==> src/design/assert_macros.svh <==
// assertion macros shared by the byte rate tracker modules
`ifndef ASSERT_MACROS_SVH
`define ASSERT_MACROS_SVH

// checked while out of reset
`define BRT_ASSERT(label, prop, msg) \
   label: assert property (@(posedge clock) disable iff (reset) prop) else $error(msg);

// checked on every edge, reset included
`define BRT_ASSERT_ALWAYS(label, prop, msg) \
   label: assert property (@(posedge clock) prop) else $error(msg);

`endif

==> src/design/brt_pkg.sv <==
// shared constants and types of the byte rate tracker
package brt_pkg;

   localparam int BUCKETS    = 64;
   localparam int PTR_W      = $clog2(BUCKETS);
   localparam int BUCKET_W   = 40;
   localparam int SUM_W      = BUCKET_W + PTR_W;
   localparam int RATE_W     = 43;
   localparam int TOTAL_W    = 63;
   localparam int FRAC_W     = 16;
   localparam int EWMA_W     = RATE_W + FRAC_W;
   localparam int WIN_W      = 7;
   localparam int ALPHA_W    = 17;
   localparam int COUNT_W    = 32;
   localparam int SECOND_W   = 32;
   localparam int DIV_N      = SUM_W + 3;
   localparam int DIV_CNT_W  = $clog2(DIV_N + 1);
   localparam int CMP_W      = ((PTR_W > WIN_W) ? PTR_W : WIN_W) + 2;
   localparam int PROD_W     = ALPHA_W + RATE_W;
   localparam int PROD_LO_W  = ALPHA_W + FRAC_W;

   localparam int CSR_IDX_W  = 1;
   localparam int CSR_DATA_W = 17;

   localparam logic [CSR_IDX_W-1:0] REG_WINDOW = 1'd0;
   localparam logic [CSR_IDX_W-1:0] REG_ALPHA  = 1'd1;

   localparam logic [WIN_W-1:0]    WINDOW_RESET = 7'd1;
   localparam logic [ALPHA_W-1:0]  ALPHA_RESET  = 17'd6554;
   localparam logic [ALPHA_W-1:0]  ALPHA_ONE    = 17'd65536;
   localparam logic [BUCKET_W-1:0] BUCKET_MAX   = {BUCKET_W{1'b1}};
   localparam logic [TOTAL_W-1:0]  TOTAL_MAX    = {TOTAL_W{1'b1}};

   typedef struct packed {
      logic signed [COUNT_W-1:0] byte_count;
      logic [SECOND_W-1:0]       now_second;
   } req_type;

   typedef struct packed {
      logic               accepted;
      logic [RATE_W-1:0]  inst_rate;
      logic [RATE_W-1:0]  window_rate;
      logic [RATE_W-1:0]  ewma_rate;
      logic [RATE_W-1:0]  peak_rate;
      logic [TOTAL_W-1:0] byte_total;
   } rsp_type;

   typedef struct packed {
      logic clear;
      logic shift;
      logic add;
   } row_ctrl_type;

endpackage

==> src/design/brt_divider.sv <==
// restoring divider, one quotient bit per cycle
`include "assert_macros.svh"
module brt_divider import brt_pkg::*; (
   input  logic             clock,
   input  logic             reset,
   input  logic             start,
   input  logic [DIV_N-1:0] dividend,
   input  logic [WIN_W-1:0] divisor,
   output logic             busy,
   output logic [DIV_N-1:0] quotient
);

   logic                 busy_ff;
   logic [DIV_CNT_W-1:0] cnt_ff;
   logic [WIN_W-1:0]     rem_ff;
   logic [DIV_N-1:0]     quo_ff;
   logic [WIN_W-1:0]     div_ff;
   logic [WIN_W:0]       partial;
   logic [WIN_W:0]       diff;
   logic                 fits;

   always_comb begin
      partial = {rem_ff, quo_ff[DIV_N-1]};
      diff    = partial - {1'b0, div_ff};
      fits    = (partial >= {1'b0, div_ff});
   end

   always_ff @(posedge clock) begin
      if (reset) begin
         busy_ff <= 1'b0;
         cnt_ff  <= '0;
      end else if (start) begin
         busy_ff <= 1'b1;
         cnt_ff  <= DIV_CNT_W'(DIV_N);
      end else if (busy_ff) begin
         cnt_ff <= cnt_ff - 1'b1;
         if (cnt_ff == DIV_CNT_W'(1)) begin
            busy_ff <= 1'b0;
         end
      end
   end

   always_ff @(posedge clock) begin
      if (start) begin
         quo_ff <= dividend;
         rem_ff <= '0;
         div_ff <= divisor;
      end else if (busy_ff) begin
         quo_ff <= {quo_ff[DIV_N-2:0], fits};
         rem_ff <= fits ? diff[WIN_W-1:0] : partial[WIN_W-1:0];
      end
   end

   assign busy     = busy_ff;
   assign quotient = quo_ff;

   `BRT_ASSERT(a_busy_from_start, $rose(busy_ff) |-> $past(start), "divider went busy without start")

endmodule

==> config.mk <==
export PLATFORM = sky130hd
export DESIGN_NAME = brt_divider
export DESIGN_NICKNAME = d
export VERILOG_FILES = /design/src/design/brt_pkg.sv /design/src/design/brt_divider.sv
export VERILOG_INCLUDE_DIRS = /design/src /design/src/design
export SDC_FILE = /design/constraint.sdc
export NUM_CORES = 1
export LEC_CHECK = 0
export BUFFER_PORTS_ARGS = -buffer_cell sky130_fd_sc_hd__clkbuf_2
export CAP_MARGIN = 20
export CORE_MARGIN = 2
export CORE_UTILIZATION = 45
export CTS_CLUSTER_DIAMETER = 80
export CTS_CLUSTER_SIZE = 10
export DETAILED_ROUTE_END_ITERATION = 8
export PLACE_DENSITY_LB_ADDON = 0.2
export SLEW_MARGIN = 5
export SYNTH_ARGS = -nofsm -noshare
export SYNTH_HDL_FRONTEND = slang
export SYNTH_SLANG_ARGS = --single-unit
==> constraint.sdc <==
create_clock -name clock -period 3.6 [get_ports clock]
set_input_delay 0.54 -clock clock [delete_from_list [all_inputs] [get_ports clock]]
set_output_delay 0.54 -clock clock [all_outputs]
set_load 0.005 [all_outputs]
=== Yosys cells after proc, flatten, opt, wreduce, memory -nomap -nowiden ===
Index checks and enable logic that the tools add are counted.

* Register bits after elaboration: 70
* Output and inout port bits: 50
* Word-level logic and storage cells: 20

* Add/subtract/negate cells: 2
* Order comparisons: 1
* Equality and inequality tests: 1
* Mux-type cells: 8
* Reductions and logical operators: 2

{| class="wikitable"
|+ Operators by type and width
! operator !! count
|-
| $mux 49 || 2
|-
| $mux 6 || 2
|-
| $ge 8x7->1 || 1
|-
| $mux 7 || 1
|-
| $sub 7x7->7 || 1
|-
| $eq 6x1->1 const B || 1
|-
| $sub 6x1->6 const B || 1
|-
| $mux 1 || 3
|-
| $reduce_bool 2->1 || 1
|-
| $reduce_or 2->1 || 1
|}

=== Logic depth before layout (Yosys ltp) ===
* Word-level depth: 4
* Mapped depth: 9
* Depth with buffers taken out: 7

=== Least setup slack after synthesis ===
Ideal clock, no wire load.

* Kind: input port to flip-flop
* Start point: in start
* End point: reg quo_ff[0], in the netlist quotient[0] (enable)
* Library setup time: 385 ps
* Arrival time: 1923 ps
* Required time: 3215 ps
* Path slack: 1292 ps
* Stages: 4
* Buffers on the path: 3
* Cells stage by stage: clkbuf_1 > buf_1 > buf_2 > or2_2

* Word-level cells in the longest chain between the ends: 1

{| class="wikitable"
|+ RTL lines
! item !! line !! RTL
|-
| from (decl) || brt_divider.sv:6 || <nowiki>input logic start,</nowiki>
|-
| $reduce_bool 2->1 (no line) || n/a ||
|-
| to (signal assigned) || brt_divider.sv:45 || <nowiki>quo_ff <= dividend;</nowiki>
|-
| to (signal assigned) || brt_divider.sv:49 || <nowiki>quo_ff <= {quo_ff[DIV_N-2:0], fits};</nowiki>
|-
| to (decl) || brt_divider.sv:16 || <nowiki>logic [DIV_N-1:0] quo_ff;</nowiki>
|}

No other way between the ends.
A chain may end at the register's enable or synchronous reset.

=== Worst setup path after layout ===
* Start point: reg quo_ff[48], in the netlist quotient[48]
* End point: reg rem_ff[2]

* Word-level cells in the longest chain between the ends: 2

{| class="wikitable"
|+ RTL lines
! item !! line !! RTL
|-
| $sub 7x7->7 / $ge 8x7->1 (equally long branches) || brt_divider.sv:24, brt_divider.sv:25 ||
|-
| $mux 7 (*) || brt_divider.sv:50 || <nowiki>rem_ff <= fits ? diff[WIN_W-1:0] : partial[WIN_W-1:0];</nowiki>
|-
| to (signal assigned) || brt_divider.sv:50 ||
|-
| to (decl) || brt_divider.sv:15 || <nowiki>logic [WIN_W-1:0] rem_ff;</nowiki>
|}

Mark *: on every way between the ends. The rest lies on a longest branch, timed or not.

==> impl_summary.txt <==
----------------------------------------------------
[Power]
  Switching share of total power ... 0.256
  Switching power ... 0.000470 W
  Lkg Pwr ... 1.76 nW
  Cell area power density ... 443 nW/um^2
  Gate power share ... 0.170
  Power Internal ... 0.00137 W
  Total power draw ... 0.00184 W
  Sequential fraction of design power ... 0.551
  IR Drop Worst-Case VDD ... 269 uV
  Clock network fraction of total power ... 0.280

[Place]
  Gpl congestion ... 0.856
  Buffers on Ports ... 108
  HPWL after detailed placement ... 5.05 mm
  Placed cell area ... 4000 um^2

[STA]
  Total setup violations reported at the end of the flow ... 0
  Final period demand of the worst path ... 2.35 ns
  Fraction of the cycle the final worst path needs ... 0.652
  Largest clock skew in the final design ... 0.00939 ns
  TNS Setup ... 0 ns
  Fin. max-slew vios ... 0
  Tightest Pin Transition ... 0.677 ns
  Max Fclk ... 0.426 GHz
  Unrepaired setup endpoints after global routing ... false
  Max-slew headroom at the worst pin ... 0.548
  Hold violation count in the final report ... 0

[Route]
  First-pass detailed-route iteration total ... 4
  Number of antenna-violating nets in the routed design ... 0
  Number of violations reported at the end of detailed-routing iteration 0 ... 131
  Routed len/inst ... 15.1 um
  Routed vias ... 2365
  Drc violations ... 0
  Average vias per placed instance ... 5.14
  Routed Wire Length ... 6.92 mm

[Global routing]
  Global-route congestion overflow total ... 0
  Initial antenna violation count ... 0
  GR Util All Layers ... 0.174
  Maximum number of pins on one net before global-route repair ... 30
  Vias in the first global route ... 2300
  First-pass GRT wire length ... 11.2 mm

[Clocking]
  Setup fix buffers added after clock tree synthesis ... 0
  TritonCTS clock tree ... yes
  Number of H-tree branching levels ... 3
  Number of gates resized after cts ... 0
  Worst skew pair latency ... 0.34 ns
  Num Clock Sinks ... 70
  Clock buffer count from CTS ... 9
  Clock Tree Root ... clkbuf_8
  Register clock-pin slew on the reported worst setup and hold paths ... 0.07 ns
  Total of hold buffers inserted after clock tree synthesis ... 0
  Maximum buffer depth of the clock tree ... 2

[Floorplanning]
  Chip Height ... 90.5 um
  Ports placed on the boundary ... 109
  Core region area ... 7250 um^2
  Initial core utilization ... 0.464
  Number of standard-cell rows in the floorplan ... 31
  Total Die Area ... 8190 um^2
  Width of the die ... 90.5 um

[Cells and area]
  Post-layout instance area ... 4160 um^2
  Share of cells above drive strength 1 ... 0.496
  Number of nets in the final layout ... 425
  Antenna diodes ... 0
  Area delta synth->final ... 23.4%

[Synthesis]
  Total of warnings raised by yosys ... 0
  Post-synth design cell area ... 3370 um^2
  Synth Net Count ... 314
  Library cell with the largest summed area after synthesis ... edfxtp_1
  Flop and latch count out of synthesis ... 70
  Distinct cell type count after synthesis ... 46
  Share of the synthesized area in the top cell type ... 0.499
  Most common cell in the netlist ... edfxtp_1
  Post-Synthesis Cells ... 245
  Count of flip-flops with a built-in enable after synthesis ... 56
  Async S/R FF share, synth ... 0
  Top post-synthesis cells by count ... edfxtp_1 (56), mux2_2 (48), dfxtp_1 (14), inv_1 (14), ha_1 (9)
  Post-synth top flop ... edfxtp_1
  Sequential area share after synthesis ... 0.583
  Post-synthesis average cell area ... 13.7 um^2
  Dominant cells by area after synthesis ... edfxtp_1 (50%), mux2_2 (16%), dfxtp_1 (8.3%)

[Critical path]
  Type of destination of the critical path ... flop
  Critical Path Fanout Max ... 9
  CP arrival ... 2.59 ns
  Required arrival time at the worst endpoint ... 3.84 ns
  Launching element type of the critical path ... flop
  CP Class ... flop to flop

[Run status]
  Outcome ... finished, final reports clean

[Min path]
  Type of the worst min-delay path ... input port to flop

[Flow run]
  Maxcap violations ... 0

----------------------------------------------------
[worst max-delay path: stages (launching register included)]
cell	delay [ns]
edfxtp_1	0.35
inv_1	0.07
ha_1	0.23
fa_1	0.41
nand2b_1	0.18
a211o_1	0.38
and3_1	0.32
a311oi_2	0.31
[stage by stage]
| step | hold WS, ns | utilization | instances | worst slack (ns) |
|---|---|---|---|---|
| 3_5_place_dp | 0.494 | 0.552 | 444 | 1.23 |
| 3_3_place_gp | 0.490 | 0.552 | 444 | 1.26 |
| 2_1_floorplan | 0.469 | - | 245 | 1.29 |
| 5_1_grt | 0.359 | 0.573 | 460 | 1.14 |
| 6_report | 0.381 | 0.573 | 460 | 1.25 |
| 4_1_cts | 0.358 | 0.573 | 460 | 1.27 |
[flip-flops by register name, summed over array words and instances (netlist names)]
signal / cells
quotient: 49
div_ff: 7
rem_ff: 7
cnt_ff: 6
busy: 1
[layout make-up]
class / instances / area (um^2)
Timing Repair Buffer: 113 / 578
Inverter: 14 / 52.6
Tap cell: 99 / 124
Sequential cell: 70 / 1960
Clock buffer: 9 / 124
Multi-Input combinational cell: 148 / 1280
Clock inverter: 7 / 31.3
Fill cell: 653 / 3100
[cells in the final DEF, fill, tap and decap left out, types with 3 or more instances in the layout]
cell type	count
a41oi_1	4
and3_1	6
xnor2_1	5
buf_4	5
nand2_1	5
clkinv_1	5
nor2_1	6
ha_1	9
inv_1	14
mux2_2	48
clkbuf_8	9
dfxtp_1	14
nor3b_1	6
nor2b_1	5
edfxtp_1	56
nor3_1	5
clkbuf_2	108
or2_2	3
a21oi_1	6
o21ai_0	6
[power groups by stage]
stage	clock (W)	combinational, W	sequential [W]
6_report	0.000515	0.000312	0.00101
5_1_grt	0.000566	0.000345	0.00102
4_1_cts	0.000534	0.000316	0.00101
2_1_floorplan	0	0.000181	0.00103
3_5_place_dp	0	0.000314	0.00103
3_3_place_gp	0	0.000311	0.00103
[layer usage]
| metal | part of all wire | track usage | up-vias |
|---|---|---|---|
| li1 | - | - | 1152 |
| met1 | 0.45 | 0.223 | 1131 |
| met2 | 0.47 | 0.264 | 75 |
| met3 | 0.066 | 0.0676 | 7 |
| met4 | 0.014 | 0.0744 | 0 |
| met5 | 0 | 0 | - |
[kinds of logic after synthesis]
family          count (synthesis)  share of synthesized area
compound gates                 38                     0.0870
xor+xnor                        7                     0.0182
fa+ha+maj                      10                     0.0394
buf+inv                        27                     0.0357
flops                          70                      0.583
mux                            48                      0.161
simple gates                   45                     0.0766
[path summary, 6_finish.rpt]
kind                                             start                      to  slack [ns]  cells past startpoint
worst max-delay path            quotient[48]$_DFFE_PP_  rem_ff[2]$_SDFFE_PP0P_        1.25                      7
worst min-delay path                        divisor[2]     div_ff[2]$_DFFE_PP_        0.38                      1
worst max register to register  quotient[48]$_DFFE_PP_  rem_ff[2]$_SDFFE_PP0P_        1.25                      7
worst min register to register  cnt_ff[1]$_SDFFE_PP0P_  cnt_ff[1]$_SDFFE_PP0P_        0.50                      2
Power figures use the tool's default switching activity.
